==> src/hw/rtl/spor_pkg.sv <==
`default_nettype none
package spor_pkg;

  localparam int MAX_SLOTS_DEF = 16;

  localparam int CFG_W  = 5;
  localparam int SLOT_W = 4;
  localparam int PADDR_W = 3;
  localparam int PDATA_W = 32;

  localparam logic [CFG_W-1:0] SLOTS_RESET = 5'd16;

  localparam logic OP_SPAWN   = 1'b0;
  localparam logic OP_DESPAWN = 1'b1;

  localparam logic REG_SLOTS_IN_USE = 1'b0;

  typedef struct packed {
    logic              op;
    logic [SLOT_W-1:0] slot_index;
  } req_t;

  typedef struct packed {
    logic              granted;
    logic [SLOT_W-1:0] granted_slot;
    logic              recycled;
  } rsp_t;

endpackage
`default_nettype wire

==> src/hw/rtl/slot_pool_oldest_recycle_top.sv <==
// one request at a time: the next is taken only after the result leaves
// a spawn scans the active marks one slot a cycle; if none is free it walks the order list
// one entry a cycle through its two-port ram to the oldest slot below slots_in_use and moves
// it to the end; a removal finds its slot in the list and shifts one entry a cycle
// synchronous reset clears every active mark and the list count, slots_in_use returns to 16;
// the list ram itself is not cleared and needs no clearing pass
`default_nettype none
module slot_pool_oldest_recycle_top #(
  parameter int MAX_SLOTS = spor_pkg::MAX_SLOTS_DEF
) (
  input  wire logic                           clk,
  input  wire logic                           rst,
  input  wire logic                           req_valid,
  output logic                                req_stall,
  input  wire spor_pkg::req_t                 req_data,
  output logic                                rsp_valid,
  input  wire logic                           rsp_stall,
  output spor_pkg::rsp_t                      rsp_data,
  input  wire logic                           psel,
  input  wire logic                           penable,
  input  wire logic                           pwrite,
  input  wire logic [spor_pkg::PADDR_W-1:0]   paddr,
  input  wire logic [spor_pkg::PDATA_W-1:0]   pwdata,
  output logic [spor_pkg::PDATA_W-1:0]        prdata,
  output logic                                pready
);
  import spor_pkg::*;

  logic [CFG_W-1:0] slots_in_use;
  logic             reg_sel;

  assign pready  = 1'b1;
  assign reg_sel = (paddr[2] == REG_SLOTS_IN_USE);
  assign prdata  = reg_sel ? PDATA_W'(slots_in_use) : '0;

  always_ff @(posedge clk) begin
    if (rst) begin
      slots_in_use <= SLOTS_RESET;
    end else if (psel && penable && pwrite && reg_sel) begin
      slots_in_use <= pwdata[CFG_W-1:0];
    end
  end

  spor_seq #(
    .MAX_SLOTS(MAX_SLOTS)
  ) u_seq (
    .clk         (clk),
    .rst         (rst),
    .slots_in_use(slots_in_use),
    .req_valid   (req_valid),
    .req_stall   (req_stall),
    .req_data    (req_data),
    .rsp_valid   (rsp_valid),
    .rsp_stall   (rsp_stall),
    .rsp_data    (rsp_data)
  );

endmodule
`default_nettype wire

==> src/hw/rtl/spor_seq.sv <==
`default_nettype none
module spor_seq #(
  parameter int MAX_SLOTS = spor_pkg::MAX_SLOTS_DEF
) (
  input  wire logic                         clk,
  input  wire logic                         rst,
  input  wire logic [spor_pkg::CFG_W-1:0]   slots_in_use,
  input  wire logic                         req_valid,
  output logic                              req_stall,
  input  wire spor_pkg::req_t               req_data,
  output logic                              rsp_valid,
  input  wire logic                         rsp_stall,
  output spor_pkg::rsp_t                    rsp_data
);
  import spor_pkg::*;

  localparam int SW = (MAX_SLOTS > 1) ? $clog2(MAX_SLOTS) : 1;
  localparam int CW = $clog2(MAX_SLOTS + 1);
  localparam int NW = (CW > CFG_W) ? CW : CFG_W;

  localparam logic [2:0] S_IDLE  = 3'd0;
  localparam logic [2:0] S_SCAN  = 3'd1;
  localparam logic [2:0] S_FIND  = 3'd2;
  localparam logic [2:0] S_SHIFT = 3'd3;
  localparam logic [2:0] S_DONE  = 3'd4;

  logic [2:0]           state, state_next;
  logic [CW-1:0]        ptr, ptr_next;
  logic [CW-1:0]        count, count_next;
  logic                 op, op_next;
  logic [SW-1:0]        idx, idx_next;
  logic [SW-1:0]        recyc_slot, recyc_slot_next;
  logic [MAX_SLOTS-1:0] active, active_next;
  rsp_t                 res, res_next;

  // order list ram, one read and one write port
  logic [SW-1:0] order_mem [MAX_SLOTS];
  logic [SW-1:0] rdata;
  logic [SW-1:0] rd_addr;
  logic          wr_en;
  logic [SW-1:0] wr_addr;
  logic [SW-1:0] wr_data;

  logic [NW-1:0] live;
  logic [NW-1:0] cfg_ext;
  logic [NW-1:0] max_ext;
  logic [NW-1:0] idx_ext;
  logic [NW-1:0] ptr_ext;
  logic [NW-1:0] rdata_ext;
  logic [NW-1:0] recyc_ext;
  logic [SW-1:0] ptr_a;
  logic          match;

  assign cfg_ext   = NW'(slots_in_use);
  assign max_ext   = NW'(MAX_SLOTS);
  assign live      = (cfg_ext > max_ext) ? max_ext : cfg_ext;
  assign idx_ext   = NW'(req_data.slot_index);
  assign ptr_ext   = NW'(ptr);
  assign ptr_a     = ptr[SW-1:0];
  assign rdata_ext = NW'(rdata);
  assign recyc_ext = NW'(recyc_slot);
  assign match     = (op == OP_SPAWN) ? (rdata_ext < live) : (rdata == idx);

  assign req_stall = (state != S_IDLE);
  assign rsp_valid = (state == S_DONE);
  assign rsp_data  = res;

  always_comb begin
    state_next      = state;
    ptr_next        = ptr;
    count_next      = count;
    op_next         = op;
    idx_next        = idx;
    recyc_slot_next = recyc_slot;
    active_next     = active;
    res_next        = res;
    rd_addr         = '0;
    wr_en           = 1'b0;
    wr_addr         = ptr_a;
    wr_data         = rdata;
    case (state)
      S_IDLE: begin
        if (req_valid) begin
          op_next  = req_data.op;
          ptr_next = '0;
          res_next = '0;
          if (req_data.op == OP_SPAWN) begin
            state_next = S_SCAN;
          end else if (idx_ext < max_ext) begin
            idx_next = idx_ext[SW-1:0];
            active_next[idx_ext[SW-1:0]] = 1'b0;
            state_next = S_FIND;
          end else begin
            state_next = S_DONE;
          end
        end
      end
      S_SCAN: begin
        if (ptr_ext >= live) begin
          ptr_next   = '0;
          state_next = S_FIND;
        end else if (!active[ptr_a]) begin
          active_next[ptr_a] = 1'b1;
          if (count < CW'(MAX_SLOTS)) begin
            wr_en      = 1'b1;
            wr_addr    = count[SW-1:0];
            wr_data    = ptr_a;
            count_next = count + CW'(1);
          end
          res_next.granted      = 1'b1;
          res_next.granted_slot = ptr_ext[SLOT_W-1:0];
          state_next = S_DONE;
        end else begin
          ptr_next = ptr + CW'(1);
        end
      end
      S_FIND: begin
        rd_addr = ptr_a + SW'(1);
        if (ptr >= count) begin
          state_next = S_DONE;
        end else if (match) begin
          recyc_slot_next = rdata;
          state_next = S_SHIFT;
        end else begin
          ptr_next = ptr + CW'(1);
        end
      end
      S_SHIFT: begin
        rd_addr = ptr_a + SW'(2);
        if (ptr + CW'(1) < count) begin
          wr_en    = 1'b1;
          ptr_next = ptr + CW'(1);
        end else begin
          if (op == OP_SPAWN) begin
            wr_en   = 1'b1;
            wr_data = recyc_slot;
            res_next.granted      = 1'b1;
            res_next.granted_slot = recyc_ext[SLOT_W-1:0];
            res_next.recycled     = 1'b1;
          end else begin
            count_next = count - CW'(1);
          end
          state_next = S_DONE;
        end
      end
      S_DONE: begin
        if (!rsp_stall) begin
          state_next = S_IDLE;
        end
      end
      default: begin
        state_next = S_IDLE;
      end
    endcase
  end

  always_ff @(posedge clk) begin
    if (rst) begin
      state  <= S_IDLE;
      count  <= '0;
      active <= '0;
    end else begin
      state  <= state_next;
      count  <= count_next;
      active <= active_next;
    end
  end

  always_ff @(posedge clk) begin
    ptr        <= ptr_next;
    op         <= op_next;
    idx        <= idx_next;
    recyc_slot <= recyc_slot_next;
    res        <= res_next;
  end

  always_ff @(posedge clk) begin
    if (wr_en) begin
      order_mem[wr_addr] <= wr_data;
    end
    rdata <= order_mem[rd_addr];
  end

endmodule
`default_nettype wire

==> config.mk <==
export PLATFORM = sky130hd
export DESIGN_NAME = slot_pool_oldest_recycle_top
export DESIGN_NICKNAME = d
export VERILOG_FILES = /design/src/hw/rtl/spor_pkg.sv /design/src/hw/rtl/slot_pool_oldest_recycle_top.sv /design/src/hw/rtl/spor_seq.sv
export SDC_FILE = /design/constraint.sdc
export NUM_CORES = 1
export LEC_CHECK = 0
export BUFFER_PORTS_ARGS = -buffer_cell sky130_fd_sc_hd__buf_2
export CAP_MARGIN = 25
export CORE_ASPECT_RATIO = 0.75
export CORE_UTILIZATION = 55
export CTS_BUF_LIST = sky130_fd_sc_hd__clkbuf_8 sky130_fd_sc_hd__clkbuf_16
export CTS_CLUSTER_DIAMETER = 30
export CTS_CLUSTER_SIZE = 10
export DETAILED_ROUTE_END_ITERATION = 10
export PLACE_DENSITY_LB_ADDON = 0.3
export SYNTH_ARGS = -nofsm -noshare
export SYNTH_HDL_FRONTEND = slang
export SYNTH_SLANG_ARGS = --single-unit
==> constraint.sdc <==
create_clock -name clk -period 3.8 [get_ports clk]
set_input_delay 0.76 -clock clk [delete_from_list [all_inputs] [get_ports clk]]
set_output_delay 0.76 -clock clk [all_outputs]
set_load 0.01 [all_outputs]
Word level (Yosys, flattened, before mapping)
Memories as Yosys holds them, arrays and structs flattened. A register that Yosys moved wholly into a read port is not among the register bits.
Index checks and enable logic that the tools add are counted.
{ "totals": {"ff_bits": 49, "word_cells": 139, "out_inout_bits": 41, "inputBits": 47, "memories": 1, "ram_bits": 64} }
{ "mem_list": {"columns": ["memory", "words", "width", "rd", "rd_clocked_by_memory_dff", "write_ports", "line", "rtl"], "rows": [
  ["u_seq.order_mem", 16, 4, 1, 1, 1, "spor_seq.sv:37", "logic [SW-1:0] order_mem [MAX_SLOTS];"]
]} }
{ "op_classes": {"order_cmp": 11, "n_reduce_logical": 21, "n_eq_ne": 21, "bitwise_logic": 5, "n_mux": 64, "add_sub_neg": 5} }
{ "ops": {"columns": ["cell", "n"], "rows": [
  ["$mux W16", 5],
  ["$mux W5", 15],
  ["$mux W4", 9],
  ["$pmux W16 S2", 1],
  ["$mux W3", 9],
  ["$reduce_and A6 Y1", 4],
  ["$pmux W5 S4", 1],
  ["$mux W6", 3],
  ["$ne A2 B2 Y1 const B", 9],
  ["$and A16 B16 Y16", 1],
  ["$not A16 Y16", 1],
  ["$or A16 B16 Y16", 1],
  ["$pmux W4 S2", 2],
  ["$lt A4 B5 Y1 const B", 3],
  ["$pmux W3 S5", 1],
  ["$pmux W5 S3", 1],
  ["$mux W1", 11],
  ["$add A5 B1 Y5 const B", 2],
  ["$ge A5 B5 Y1", 2],
  ["$pmux W5 S2", 1],
  ["$demux W1 S4", 2],
  ["$ge A4 B1 Y1 const B", 2],
  ["$ne A2 B1 Y1 const B", 4],
  ["$reduce_and A4 Y1", 2],
  ["24 further kinds", 35]
]} }

Longest topological paths before layout
{ "logic_depth": {"ltp_word": 10, "mapped_depth": 12, "mapped_depth_nobuf": 10} }

Cells and area by module
A second synthesis with hierarchy kept.
{ "unflattened": {"cells_unflattened": 545, "area_unflattened_um2": 6318.6} }
{ "by_module_without_submodules": {"columns": ["module", "seq_area_each_um2", "instances", "cells_per_inst", "area_per_inst_um2"], "rows": [
  ["spor_seq", 3083.0, 1, 487, 5824.3],
  ["slot_pool_oldest_recycle_top", 100.1, 1, 58, 494.2]
]} }

Worst setup path before layout
OpenSTA, ideal clock, no wires.
{ "synth_path": {"kind": "reg-to-reg", "startpoint": "reg u_seq.ptr[1]", "endpoint": "reg u_seq.ptr[0] (enable)", "setup_ns": 0.381, "path_slack_ns": 0.613, "arrival_ns": 2.806, "required_ns": 3.419, "stages_incl_launch_ff": 12, "cell_sequence": "edfxtp_1 > buf_6 > buf_6 > inv_1 > ha_1 > ha_1 > nor2b_1 > o31ai_1 > a21bo_2 > a21boi_0 > o21a_1 > nor4_1"} }
{ "synth_between": {"elab_chain_len": 4, "elab_cells_between_ends": 10, "cone_classes": "add/sub (1); order compare (3); eq/ne (3); mux (2); reduce/logical (1)"} }
{ "synth_rtl": {"columns": ["element", "line", "rtl"], "rows": [
  ["start: declaration", "spor_seq.sv:28", "logic [CW-1:0] ptr, ptr_next;"],
  ["start signal: assignment", "spor_seq.sv:170", "ptr <= ptr_next;"],
  ["$add A5 B1 Y5 / $bmux W1 S4 (equally long branches)", "spor_seq.sv:130, spor_seq.sv:102", null],
  ["$lt A5 B5 Y1 / $mux W1 (equally long branches)", "spor_seq.sv:130, spor_seq.sv:102", null],
  ["$ne A2 B1 Y1 (no line) / $ne A3 B1 Y1 (equally long branches)", null, null],
  ["$reduce_and A6 Y1 (no line) *", null, null]
]} }
Mark *: on every way between the ends. The rest lies on a longest branch, timed or not. The select of a mux whose other input is x is not followed.
A chain may end at the register's enable or synchronous reset.

Worst setup path in the final report
{ "layout_path": {"startpoint": "reg u_seq.ptr[0]", "endpoint": "mem u_seq.order_mem[4][0] (netlist bit) (enable)"} }
{ "layout_between": {"elab_chain_len": 7, "elab_cells_between_ends": 15, "cone_classes": "add/sub (1); order compare (2); mux (12)"} }
{ "layout_rtl": {"columns": ["element", "line"], "rows": [
  ["parallel branches: the longest is 7 deep, another holds $add A5 B1 Y5", null],
  ["end: declaration", "spor_seq.sv:37"]
]} }
Several ways; the timed one is not identified. The select of a mux whose other input is x is not followed.

==> impl_metrics.json <==
{
  "synth_cells": 555,
  "overflow": 0,
  "worst_setup_path_end_kind": "register",
  "worst_setup_path_start_kind": "register",
  "fp.dieW_um": 126,
  "finalSetupViolCount": 0,
  "cts_buffers": 17,
  "synth-seq-area-share_pct": 50.0,
  "ys_types": 59,
  "finalCritPeriodShare_pct": 90.8,
  "critical_path_class": "reg -> reg",
  "post-cts-setup-buffers": 0,
  "drive_above_1_share_pct": 16.0,
  "antenna_cells": 0,
  "hold_viol": 0,
  "rsz0062_at_grt": "false",
  "hold_class": "reg -> reg",
  "ys_seq_elements": 117,
  "grt_max_degree": 33,
  "grt_pass1_vias": 4348,
  "wl_per_cell_um": 18.8,
  "tightest_slew_ns": 0.736,
  "drc": 0,
  "syn_to_final_growth_pct": 13.1,
  "synth_area_mm2": 0.00636,
  "max_freq_ghz": 0.290,
  "yosysTopAreaCell": "edfxtp_1",
  "cts_resized": 0,
  "die-area_mm2": 0.0120,
  "ir_drop_mv": 0.401,
  "maxSlewHeadroom_pct": 50.5,
  "arrival_ns": 3.51,
  "core.rowCount": 33,
  "cts.sinks": 117,
  "cp_max_fo": 7,
  "cts_hold_buf": 0,
  "p_per_area_mw_per_mm2": 771,
  "dp_slack_ns": 0.405,
  "core_area_mm2": 0.0111,
  "synth_warnings": 0,
  "final.setup.tns_ns": 0,
  "grt_pass1_wl_um": 22800,
  "finalMaxSlewViolations": 0,
  "track_usage_pct": 25.5,
  "fin_skew_ns": 0.00818,
  "wl_um": 14300,
  "antenna_left": 0,
  "leakagePower_nw": 2.85,
  "port_buffers": 30,
  "synth_commonest_cells": "edfxtp_1, mux2i_1, nor2_1",
  "synth_area_per_cell_um2": 11.5,
  "synth_top_family_by_area": "multiplexers",
  "cts_tree": "yes",
  "synthAdderAreaFrac_pct": 5.43,
  "finalNetCount": 678,
  "synthFlopType": "edfxtp_1",
  "routed_via_density": 5.94,
  "fp.dieH_um": 95.1,
  "place_congestion": 0.899,
  "insertion_delay_ns": 0.42,
  "synthXorXnorAreaFrac_pct": 1.51,
  "synth-compound-area-share_pct": 11.6,
  "maxCapViolations": 0,
  "start_util_pct": 57.3,
  "cts_root_buffer": "clkbuf_16",
  "num_vias": 4496,
  "critPathRequiredTime_ns": 3.86,
  "yosysMostFrequentCell": "edfxtp_1",
  "antenna_found_initial": 0,
  "status": "finished clean",
  "synth_top_area_share_pct": 39.7,
  "synth_edf_count": 84,
  "fin_crit_ns": 3.45,
  "dp_hpwl_um": 9940,
  "cts.path.max_buffers": 2,
  "drtIter0Drc": 606,
  "ys_top_cells_by_area": "edfxtp_1, mux2i_1, dfxtp_1",
  "first_pass_iters": 7,
  "synthSimpleGateAreaFrac_pct": 11.2,
  "setup_slack_ns": 0.349,
  "clk_pin_slew_worst_paths_ns": 0.06,
  "synth.area.mux_share_pct": 13.8,
  "async_reset_ff_share_pct": 0,
  "htreeDepth": 4,
  "boundaryPins": 88
}
-- worst max-delay path, cell delays in order (launching register included) --
cell,delay [ns]
edfxtp_1,0.49
ha_1,0.39
nand3_1,0.16
xnor2_1,0.22
ha_1,0.27
or2_2,0.29
a21oi_1,0.14
a21oi_1,0.14
or3_1,0.42
a21boi_0,0.18
o22ai_1,0.40
-- cells by family (layout without fill, tap and decap cells) --
family          count (synthesis)  after routing
compound gates                109            109
xor+xnor                       11             11
fa+ha+maj                      27             27
buf+inv                        70            106
flops                         117            117
mux                            84             84
other cells                     2             28
simple gates                  135            135
-- final timing paths --
check / from / endpoint / slack, ns / cells after the start
setup / recovery: u_seq.ptr[0] / u_seq.order_mem[4][0] / 0.35 / 10
hold / removal: u_seq.active[4] / u_seq.active[4] / 0.50 / 1
setup reg to reg: u_seq.ptr[0] / u_seq.order_mem[4][0] / 0.35 / 10
hold reg to reg: u_seq.active[4] / u_seq.active[4] / 0.50 / 1
-- metrics by stage --
step / instance area, um2 / hold WS [ns] / power (mW) / instances / utilization (%)
2_1_floorplan: 6460 / 0.455 / 3.39 / 581 / -
3_3_place_gp: 6640 / 0.481 / 3.93 / 725 / 59.7
3_5_place_dp: 6640 / 0.494 / 4.01 / 725 / 59.7
4_1_cts: 7190 / 0.507 / 5.53 / 757 / 64.8
5_1_grt: 7190 / 0.530 / 5.82 / 757 / 64.8
6_report: 7190 / 0.505 / 5.54 / 757 / 64.8
-- area by class of cell --
cell class              instances  area (um2)
fillers                       831        3910
flip-flops and latches        117        3180
multi-input cells             394        2880
clock buffers                  17         425
repair buffers                 53         323
well taps                     140         175
clock inverters                15         133
inverters                      21        78.8
-- sequential cells by signal, indices dropped and copies added (netlist names) --
name,count
u_seq.order_mem,64
u_seq.active,16
u_seq.rsp_data,6
slots_in_use,5
u_seq.count,5
u_seq.ptr,5
u_seq.idx,4
u_seq.rdata,4
u_seq.recyc_slot,4
u_seq.state,3
u_seq.op,1
-- power by group --
part	leakage, nW	internal (mW)	switching, mW
registers	1.04	1.75	0.186
logic	1.55	0.811	1.30
clock network	0.261	0.900	0.600
total	2.85	3.46	2.09
-- placed cells by master (no fill, tap or decap), drive strengths merged, types with 6 or more instances in the layout --
cell type  instances
a211oi             7
a21oi             32
a311oi             6
buf               53
clkbuf            17
clkinv             7
conb              28
dfxtp             33
edfxtp            84
ha                26
inv               23
mux2i             82
nand2             30
nand2b             8
nand3             11
nor2              34
nor2b             13
nor3              11
nor3b              6
o21ai             18
o22ai              7
xnor2              6
-- routing by layer --
metal	share of wire, %	up-vias	track usage (%)
li1	-	2126	-
met1	47	2163	35.4
met2	44	175	39.1
met3	5.9	32	4.83
met4	2.4	0	11.5
met5	0	-	0
(Power assumes the default switching activity.)
